$ cat src/design/mfq_pkg.sv
`default_nettype none

package mfq_pkg;

	localparam int QUEUE_DEPTH = 16;
	localparam int LEVELS      = 4;
	localparam int ID_W        = 16;
	localparam int QUANTUM_W   = 25;
	localparam int LEVEL_W     = 2;
	localparam int IN_DATA_W   = 24;
	localparam int OUT_DATA_W  = 48;

	localparam logic [LEVEL_W-1:0] LVL_REALTIME = 2'd0;
	localparam logic [LEVEL_W-1:0] LVL_HIGH     = 2'd1;
	localparam logic [LEVEL_W-1:0] LVL_MEDIUM   = 2'd2;
	localparam logic [LEVEL_W-1:0] LVL_LOW      = 2'd3;

	localparam logic OP_ADMIT    = 1'b0;
	localparam logic OP_DISPATCH = 1'b1;

	localparam logic [QUANTUM_W-1:0] QUANTUM_REALTIME_RST = 25'd2000000;
	localparam logic [QUANTUM_W-1:0] QUANTUM_HIGH_RST     = 25'd4000000;
	localparam logic [QUANTUM_W-1:0] QUANTUM_MEDIUM_RST   = 25'd8000000;
	localparam logic [QUANTUM_W-1:0] QUANTUM_LOW_RST      = 25'd16000000;

	typedef struct packed {
		logic            opcode;
		logic [ID_W-1:0] task_id;
		logic            realtime_req;
		logic            finished;
	} mfq_item_t;

	typedef struct packed {
		logic                 ok;
		logic [ID_W-1:0]      chosen_id;
		logic [LEVEL_W-1:0]   chosen_level;
		logic [QUANTUM_W-1:0] slice;
		logic                 dropped;
	} mfq_result_t;

	// Request from the control logic to one queue.
	typedef struct packed {
		logic            push;
		logic            pop;
		logic [ID_W-1:0] push_id;
	} mfq_qctl_t;

	// Status of one queue.
	typedef struct packed {
		logic            empty;
		logic            full;
		logic [ID_W-1:0] head;
	} mfq_qstat_t;

endpackage

`default_nettype wire

$ cat src/design/mfq_queue.sv
`default_nettype none

module mfq_queue #(
	parameter int QUEUE_DEPTH = mfq_pkg::QUEUE_DEPTH
) (
	input  wire logic               clk,
	input  wire logic               arst_n,
	input  wire mfq_pkg::mfq_qctl_t ctl,
	output mfq_pkg::mfq_qstat_t     stat
);

	localparam int CW = $clog2(QUEUE_DEPTH + 1);

	logic [mfq_pkg::ID_W-1:0] entries_q [QUEUE_DEPTH];
	logic [CW-1:0]            count_q;
	logic                     full;
	logic                     empty;
	logic                     push_eff;
	logic                     pop_eff;
	logic [CW-1:0]            wr_pos;

	assign full     = (count_q == CW'(QUEUE_DEPTH));
	assign empty    = (count_q == '0);
	assign pop_eff  = ctl.pop && !empty;
	// A push into a full queue fits only when the head leaves in the same cycle.
	assign push_eff = ctl.push && (!full || pop_eff);
	assign wr_pos   = pop_eff ? (count_q - CW'(1)) : count_q;

	assign stat.empty = empty;
	assign stat.full  = full;
	assign stat.head  = entries_q[0];

	always_ff @(posedge clk) begin
		for (int k = 0; k < QUEUE_DEPTH; k++) begin
			if (push_eff && (CW'(k) == wr_pos)) begin
				entries_q[k] <= ctl.push_id;
			end else if (pop_eff && (k < QUEUE_DEPTH - 1)) begin
				entries_q[k] <= entries_q[(k < QUEUE_DEPTH - 1) ? k + 1 : k];
			end
		end
	end

	always_ff @(posedge clk or negedge arst_n) begin
		if (!arst_n) begin
			count_q <= '0;
		end else if (push_eff && !pop_eff) begin
			count_q <= count_q + CW'(1);
		end else if (pop_eff && !push_eff) begin
			count_q <= count_q - CW'(1);
		end
	end

	assert property (@(posedge clk) disable iff (!arst_n)
		count_q <= CW'(QUEUE_DEPTH))
		else $error("queue fill count exceeds depth");

	assert property (@(posedge clk) disable iff (!arst_n)
		ctl.pop |-> !empty)
		else $error("pop requested from an empty queue");

	assert property (@(posedge clk) disable iff (!arst_n)
		ctl.push && !ctl.pop |-> !full)
		else $error("push requested into a full queue");

	assert property (@(posedge clk) disable iff (!arst_n)
		ctl.push && !ctl.pop && !full |=> count_q == $past(count_q) + CW'(1))
		else $error("fill count did not advance on push");

endmodule

`default_nettype wire

$ cat src/design/mfq_ctrl.sv
`default_nettype none

module mfq_ctrl (
	input  wire logic                                           fire,
	input  wire mfq_pkg::mfq_item_t                             item,
	input  wire mfq_pkg::mfq_qstat_t                            qstat [mfq_pkg::LEVELS],
	input  wire logic [mfq_pkg::LEVELS-1:0][mfq_pkg::QUANTUM_W-1:0] quantum,
	output mfq_pkg::mfq_qctl_t                                  qctl [mfq_pkg::LEVELS],
	output mfq_pkg::mfq_result_t                                result
);

	logic [mfq_pkg::LEVEL_W-1:0] lvl;
	logic [mfq_pkg::LEVEL_W-1:0] dest;
	logic [mfq_pkg::LEVEL_W-1:0] target;
	logic                        any_task;

	always_comb begin
		any_task = 1'b1;
		if (!qstat[0].empty) begin
			lvl = mfq_pkg::LVL_REALTIME;
		end else if (!qstat[1].empty) begin
			lvl = mfq_pkg::LVL_HIGH;
		end else if (!qstat[2].empty) begin
			lvl = mfq_pkg::LVL_MEDIUM;
		end else if (!qstat[3].empty) begin
			lvl = mfq_pkg::LVL_LOW;
		end else begin
			lvl      = mfq_pkg::LVL_REALTIME;
			any_task = 1'b0;
		end

		// The two middle levels demote; the top and bottom levels rotate in place.
		if (lvl == mfq_pkg::LVL_HIGH) begin
			dest = mfq_pkg::LVL_MEDIUM;
		end else if (lvl == mfq_pkg::LVL_MEDIUM) begin
			dest = mfq_pkg::LVL_LOW;
		end else begin
			dest = lvl;
		end

		target = item.realtime_req ? mfq_pkg::LVL_REALTIME : mfq_pkg::LVL_HIGH;

		for (int k = 0; k < mfq_pkg::LEVELS; k++) begin
			qctl[k].push    = 1'b0;
			qctl[k].pop     = 1'b0;
			qctl[k].push_id = item.task_id;
		end
		result = '0;

		if (item.opcode == mfq_pkg::OP_ADMIT) begin
			if (item.task_id != '0) begin
				if (!qstat[target].full) begin
					qctl[target].push = fire;
					result.ok         = 1'b1;
				end else begin
					result.dropped = 1'b1;
				end
			end
		end else if (any_task) begin
			qctl[lvl].pop       = fire;
			result.ok           = 1'b1;
			result.chosen_id    = qstat[lvl].head;
			result.chosen_level = lvl;
			result.slice        = quantum[lvl];
			if (!item.finished) begin
				qctl[dest].push_id = qstat[lvl].head;
				if (dest == lvl || !qstat[dest].full) begin
					qctl[dest].push = fire;
				end else begin
					result.dropped = 1'b1;
				end
			end
		end
	end

endmodule

`default_nettype wire

$ cat src/design/multilevel_feedback_queue_scheduler.sv
// Pipeline: an accepted item is taken into the input register, and its result is taken into the
// result register when that register is empty or being read; m_tvalid comes from the result register.
// Throughput: one item per cycle through the four shift-register queues while the output is
// not stalled; a stalled output holds one result while one more item waits.
// Reset: asynchronous, active low; empties all queues, clears both valid flags and
// returns the four quanta to their default values.
`default_nettype none

module multilevel_feedback_queue_scheduler #(
	parameter int QUEUE_DEPTH = mfq_pkg::QUEUE_DEPTH
) (
	input  wire logic                            clk,
	input  wire logic                            arst_n,
	input  wire logic                            s_tvalid,
	output logic                                 s_tready,
	// task_id [15:0], realtime_req [16], finished [17], zero fill [23:18]
	input  wire logic [mfq_pkg::IN_DATA_W-1:0]   s_tdata,
	// opcode [0]
	input  wire logic                            s_tuser,
	output logic                                 m_tvalid,
	input  wire logic                            m_tready,
	// ok [0], chosen_id [16:1], chosen_level [18:17], slice [43:19], dropped [44],
	// zero fill [47:45]
	output logic [mfq_pkg::OUT_DATA_W-1:0]       m_tdata,
	input  wire logic                            cfg_we,
	input  wire logic [mfq_pkg::LEVEL_W-1:0]     cfg_index,
	input  wire logic [mfq_pkg::QUANTUM_W-1:0]   cfg_data
);

	logic [mfq_pkg::LEVELS-1:0][mfq_pkg::QUANTUM_W-1:0] quantum_q;

	mfq_pkg::mfq_item_t   item_s1;
	logic                 valid_s1;
	mfq_pkg::mfq_result_t result_q;
	mfq_pkg::mfq_result_t result_next;
	logic                 out_valid_q;
	logic                 fire;
	logic                 s_accept;

	mfq_pkg::mfq_qctl_t  qctl  [mfq_pkg::LEVELS];
	mfq_pkg::mfq_qstat_t qstat [mfq_pkg::LEVELS];

	assign fire     = valid_s1 && (!out_valid_q || m_tready);
	assign s_tready = !valid_s1 || fire;
	assign s_accept = s_tvalid && s_tready;

	always_ff @(posedge clk or negedge arst_n) begin
		if (!arst_n) begin
			quantum_q[0] <= mfq_pkg::QUANTUM_REALTIME_RST;
			quantum_q[1] <= mfq_pkg::QUANTUM_HIGH_RST;
			quantum_q[2] <= mfq_pkg::QUANTUM_MEDIUM_RST;
			quantum_q[3] <= mfq_pkg::QUANTUM_LOW_RST;
		end else if (cfg_we) begin
			quantum_q[cfg_index] <= cfg_data;
		end
	end

	always_ff @(posedge clk or negedge arst_n) begin
		if (!arst_n) begin
			valid_s1    <= 1'b0;
			out_valid_q <= 1'b0;
		end else begin
			if (s_accept) begin
				valid_s1 <= 1'b1;
			end else if (fire) begin
				valid_s1 <= 1'b0;
			end
			if (fire) begin
				out_valid_q <= 1'b1;
			end else if (m_tready) begin
				out_valid_q <= 1'b0;
			end
		end
	end

	always_ff @(posedge clk) begin
		if (s_accept) begin
			item_s1.opcode       <= s_tuser;
			item_s1.task_id      <= s_tdata[15:0];
			item_s1.realtime_req <= s_tdata[16];
			item_s1.finished     <= s_tdata[17];
		end
		if (fire) begin
			result_q <= result_next;
		end
	end

	mfq_ctrl u_ctrl (
		.fire    (fire),
		.item    (item_s1),
		.qstat   (qstat),
		.quantum (quantum_q),
		.qctl    (qctl),
		.result  (result_next)
	);

	for (genvar g = 0; g < mfq_pkg::LEVELS; g++) begin : g_queue
		mfq_queue #(
			.QUEUE_DEPTH (QUEUE_DEPTH)
		) u_queue (
			.clk    (clk),
			.arst_n (arst_n),
			.ctl    (qctl[g]),
			.stat   (qstat[g])
		);
	end

	assign m_tvalid = out_valid_q;
	assign m_tdata  = {3'b000, result_q.dropped, result_q.slice, result_q.chosen_level,
		result_q.chosen_id, result_q.ok};

endmodule

`default_nettype wire
$ cat config.mk
export PLATFORM = sky130hd
export DESIGN_NAME = multilevel_feedback_queue_scheduler
export DESIGN_NICKNAME = d
export VERILOG_FILES = /design/src/design/mfq_pkg.sv /design/src/design/mfq_queue.sv /design/src/design/mfq_ctrl.sv /design/src/design/multilevel_feedback_queue_scheduler.sv
export SDC_FILE = /design/constraint.sdc
export NUM_CORES = 1
export LEC_CHECK = 0
export ABC_AREA = 1
export BUFFER_PORTS_ARGS = -buffer_cell sky130_fd_sc_hd__buf_2
export CAP_MARGIN = 20
export CELL_PAD_IN_SITES_DETAIL_PLACEMENT = 0
export CELL_PAD_IN_SITES_GLOBAL_PLACEMENT = 1
export CORE_MARGIN = 2
export CORE_UTILIZATION = 54
export DETAILED_ROUTE_END_ITERATION = 7
export PLACE_DENSITY_LB_ADDON = 0.1
export SYNTH_ARGS = -nofsm -noshare
export SYNTH_HDL_FRONTEND = slang
export SYNTH_HIERARCHICAL = 1
export SYNTH_SLANG_ARGS = --single-unit
$ cat constraint.sdc
create_clock -name clk -period 11.5 [get_ports clk]
set_input_delay 1.725 -clock clk [delete_from_list [all_inputs] [get_ports clk]]
set_output_delay 1.725 -clock clk [all_outputs]
set_load 0.01 [all_outputs]
**After elaboration in Yosys (flattened, before gate mapping)**

Memory sizes are Yosys's and may differ from the RTL's.
Index checks and enable logic that the tools add are counted.

- Add/sub/neg operators: 8
- $lt $le $gt $ge: 9
- Equal/unequal tests: 67
- Mux-type cells: 380
- Bitwise logic cells: 63
- Reduce and logical (&&, ||, !) cells: 128

Operators with widths:

| cell | count |
|---|---|
| $mux W16 | 63 |
| $mux W72 | 6 |
| $bwmux W72 | 4 |
| $mux W1 | 269 |
| $eq A4 B5 Y1 const A | 32 |
| $demux W18 S2 | 4 |
| $bmux W18 S2 | 3 |
| $bwmux W100 | 1 |
| $logic_and A1 B1 Y1 | 86 |
| $mux W17 | 5 |
| $eq A3 B5 Y1 const A | 16 |
| $mux W5 | 12 |
| $or A1 B1 Y1 | 60 |
| $bmux W25 S2 | 1 |
| $demux W25 S2 | 1 |
| $mux W25 | 2 |
| $mux W45 | 1 |
| $eq A2 B5 Y1 const A | 8 |
| $logic_not A5 Y1 | 8 |
| $mux W18 | 2 |
| $add A5 B1 Y5 const B | 4 |
| $eq A1 B5 Y1 const A | 4 |
| $eq A5 B5 Y1 const B | 4 |
| $sub A5 B1 Y5 const B | 4 |
| 14 further kinds | 55 |

- Register bits: 186
- RAM bits: 1024
- Output and inout bits: 50
- Logic and storage cells: 678
- Memories: 4

Memory list:

| memory | depth | bits a word | read ports | clocked after memory_dff | write ports | line | text |
|---|---|---|---|---|---|---|---|
| g_queue[0].u_queue.entries_q | 16 | 16 | 16 | 0 | 16 | mfq_queue.sv:14 | `logic [mfq_pkg::ID_W-1:0] entries_q [QUEUE_DEPTH];` |
| g_queue[1].u_queue.entries_q | 16 | 16 | 16 | 0 | 16 | mfq_queue.sv:14 |  |
| g_queue[2].u_queue.entries_q | 16 | 16 | 16 | 0 | 16 | mfq_queue.sv:14 |  |
| g_queue[3].u_queue.entries_q | 16 | 16 | 16 | 0 | 16 | mfq_queue.sv:14 |  |

**Longest topological paths before layout**

- Depth in word-level cells: 26
- Gate-level depth with buffers: 25

**Modules after synthesis**

The synthesis kept the hierarchy.

Modules (own cells, without submodules):

| module | times used | cells each | area an instance (um2) | sequential area each (um2) |
|---|---|---|---|---|
| mfq_queue (g_queue[0].u_queue ...) | 2 | 1216 | 12301.8 | 7812.5 |
| mfq_queue (g_queue[2].u_queue) | 1 | 1214 | 12320.6 | 7812.5 |
| mfq_queue (g_queue[3].u_queue) | 1 | 1214 | 12294.3 | 7812.5 |
| multilevel_feedback_queue_scheduler | 1 | 523 | 6137.1 | 4509.3 |
| mfq_ctrl | 1 | 595 | 2531.2 | 0.0 |

**Worst setup path before layout**

OpenSTA, ideal clock, no wires.

- Kind: input to register
- Start point: in m_tready
- End point: mem g_queue[3].u_queue/entries_q[0][100] (netlist name), enable pin
- Data arrival time: 6929 ps
- Data required time: 11128 ps
- Path slack: 4200 ps
- Cell stages on the path: 13
- Path buffers: 1
- Cells stage by stage: inv_1 > a21oi_1 > inv_1 > nor4_1 > nand3_1 > nand2_1 > nand2_1 > inv_1 > nand3_1 > inv_1 > nand2_2 > buf_6 > nand2_1

RTL lines:

| what | line | text |
|---|---|---|
| start, declared | multilevel_feedback_queue_scheduler.sv:21 | `input wire logic m_tready,` |
| end, declared | mfq_queue.sv:14 |  |

==> qor.csv <==
stage,metric,value,unit
status,outcome,"complete, no violations",
floorplan,dieWidth,331,microns
sta,hold_violations,0,
yosys,synth_cells,5978,
clock_tree,ctsRootBufferMaster,clkbuf_16,
yosys,synth.largest_area_cell,edfxtp_1,
yosys,ys_types,42,
clock_tree,postCtsSetupBuffers,0,
detailed_routing,totalWireLength,145,mm
sta,max_freq,0.156,GHz
detailed_routing,wl_per_cell,19.8,microns
cells_and_area,seqCellArea,35800,sq um
cells_and_area,drive_above_1_share,0.0932,
sta,tightest_slew,1.13,ns
detailed_routing,antenna_left,0,
pwr,power.total,11.0,mW
floorplan,dieArea,110000,sq um
global_routing,grt_max_degree,116,
yosys,ys_seq_area_frac,0.618,
pwr,leakage,26.3,nW
setup_path,end_kind,flop,
setup_path,path_class,flop to flop,
detailed_routing,vias_per_cell,5.63,
clock_tree,tritoncts,yes,
pwr,p_per_area,178,nW/um^2
sta,period_needed,6.41,ns
yosys,async_flop_share,0.101,
yosys,dominantRegCellSynth,edfxtp_1,
yosys,avgSynthCellArea,9.68,sq um
global_routing,grt_antenna_before_repair,5,
global_routing,grt_pass1_vias,38400,
sta,finalMaxSlewViolations,0,
yosys,yosys_warnings,6,
yosys,yosys_register_bits,1210,
setup_path,required,11.86,ns
sta,slew_headroom,0.243,
setup_path,worst-r2r-setup-slack,5.09,ns
sta,period_share,0.558,
yosys,synth.most_common_cell,nand2_1,
clock_tree,cts_made_buffers,133,
yosys,synth_top_area_share,0.564,
clock_tree,clk_latency,0.75,ns
yosys,synth-edff-count,1088,
detailed_routing,drcViolationCount,0,
detailed_routing,dr.first_iter.drc_count,4509,
yosys,synthTopCellsByCount,"nand2_1 (2603), edfxtp_1 (1088), nand3_1 (1044)",
global_routing,gr-total-overflow,0,
clock_tree,cts_sinks,1210,
placement,gp_congestion,0.811,
clock_tree,cts_resized,0,
global_routing,grt_use_total,0.262,
sta,setup_tns,0,ns
floorplan,die_h,331,microns
clock_tree,cts_buffer_depth,3,
sta,final.setup_skew,0.0261,ns
cells_and_area,fin_nets,5865,
floorplan,initial_core_util,0.542,
setup_path,worstPathArrival,6.77,ns
clock_tree,htree_levels,4,
placement,dp_hpwl,87.2,mm
clock_tree,path_clk_slew,0.06,ns
placement,port_buffers,97,
cells_and_area,area_delta_synth_final,7.07,%
pwr,max-vdd-ir-drop,0.138,mV
setup_path,worstSetupStartpointType,flop,
global_routing,grt_pass1_wl,227,mm
yosys,synth_area,57900,sq um
cells_and_area,nFillCells,9188,
floorplan,io_pins,107,
floorplan,core_area,107000,sq um
cells_and_area,final_core_util,0.581,
sta,setup_viol_count_final,0,
setup_path,worstPathMaxFanout,97,
clock_tree,holdBufCountCts,0,
flow_run,max-cap-violations,0,
detailed_routing,drtPass1Iterations,6,
cells_and_area,multi_input_area,18700,sq um
yosys,synthTopCellsByArea,"edfxtp_1 (56%), nand2_1 (17%), nand3_1 (9.0%), dfrtp_1 (4.1%), buf_2 (1.6%)",
worst_hold_path,hp-class,flop to flop,
sta,rsz0062_at_grt,no,
floorplan,num_rows,120,
detailed_routing,num_vias,41100,
==> cells in the final DEF, fill, tap and decap left out, types with 25 or more instances in the layout <==
cell and n:
a21oi_1 94, buf_2 96, buf_4 41, clkbuf_1 43, clkbuf_16 139, dfrtp_1 94
dfstp_2 28, edfxtp_1 1088, inv_1 126, nand2_1 2603, nand2_2 64, nand2_4 29
nand3_1 1044, nand3_2 36, nand4_1 77, nor2_1 76, o21ai_1 25, o21ai_4 29
==> flip-flops by register name, summed over array words and instances, names as in the netlist <==
register / flops
g_queue.u_queue/entries_q: 1024
g_queue.u_queue/count_q: 20
m_tvalid: 1
valid_s1: 1
quantum_q: 100
item_s1: 19
m_tdata: 45
==> layer usage <==
layer | global-route usage | vias to the layer above | wire [microns]
met5 | 0 | - | 34
met3 | 0.0403 | 217 | 11400
li1 | - | 19700 | -
met2 | 0.388 | 1477 | 63300
met1 | 0.401 | 19700 | 66800
met4 | 0.0764 | 6 | 3350
==> worst paths after layout <==
check	from	to	cells past startpoint
max	g_queue[3].u_queue/count_q[0]	g_queue[0].u_queue/entries_q[1][1]	17
min	quantum_q[19]	quantum_q[19]	2
max reg2reg	g_queue[3].u_queue/count_q[0]	g_queue[0].u_queue/entries_q[1][1]	17
min reg2reg	quantum_q[19]	quantum_q[19]	2
max in group asynchronous	arst_n	g_queue[2].u_queue/count_q[2]	2
min in group asynchronous	arst_n	quantum_q[65]	1
==> worst max-delay path, cell delays in order (launching register included) <==
cell     delay [ns]
dfrtp_1        0.46
inv_1          0.19
ha_1           0.33
nand3_4        0.18
inv_1          0.21
inv_1          0.06
nand2_1        0.06
nand2_1        0.13
nand2_4        0.27
buf_4          0.71
nand2_4        0.18
nor3_1         0.77
nand2_4        0.39
inv_8          0.55
nand2_1        0.18
nand2_4        0.15
nand3_2        0.41
nand2_1        0.75
==> area by class of cell <==
type                            count  share of cell area
Antenna cell                        2           0.0000807
Clock buffer                      186              0.0596
Clock inverter                     57             0.00933
Inverter                          147             0.00935
Multi-Input combinational cell   4157               0.301
Sequential cell                  1210               0.577
Tap cell                         1403              0.0283
Timing Repair Buffer              144              0.0150
==> cells by family after synthesis <==
| group | Yosys count | share of synthesized area |
|---|---|---|
| and+or+nand+nor | 3950 | 0.295 |
| adders and majority gates | 15 | 0.00324 |
| AOI/OAI and AO/OA | 174 | 0.0214 |
| other | 1 | 0.0000648 |
| xor gates and xnor gates | 15 | 0.00227 |
| buffers and inverters | 613 | 0.0600 |
| DFF | 1210 | 0.618 |
==> per-stage QoR <==
stage	hold slack, ns	instances	area [sq um]	worst slack, ns
finish	0.463	7306	62000	5.09
global route	0.472	7304	62000	4.66
CTS	0.463	7301	61900	4.95
detailed placement	0.453	7058	57700	4.46
global placement	0.451	7055	57600	4.51
floorplan	0.442	5980	57900	4.20
==> report_power, final <==
group | leakage [nW] | internal (mW) | switching, mW | total [mW]
Clock | 2.07 | 2.46 | 1.73 | 4.19
Combinational | 12.9 | 0.413 | 1.13 | 1.54
Sequential | 11.4 | 5.18 | 0.128 | 5.30
No activity file was read; power rests on OpenSTA's default activity.
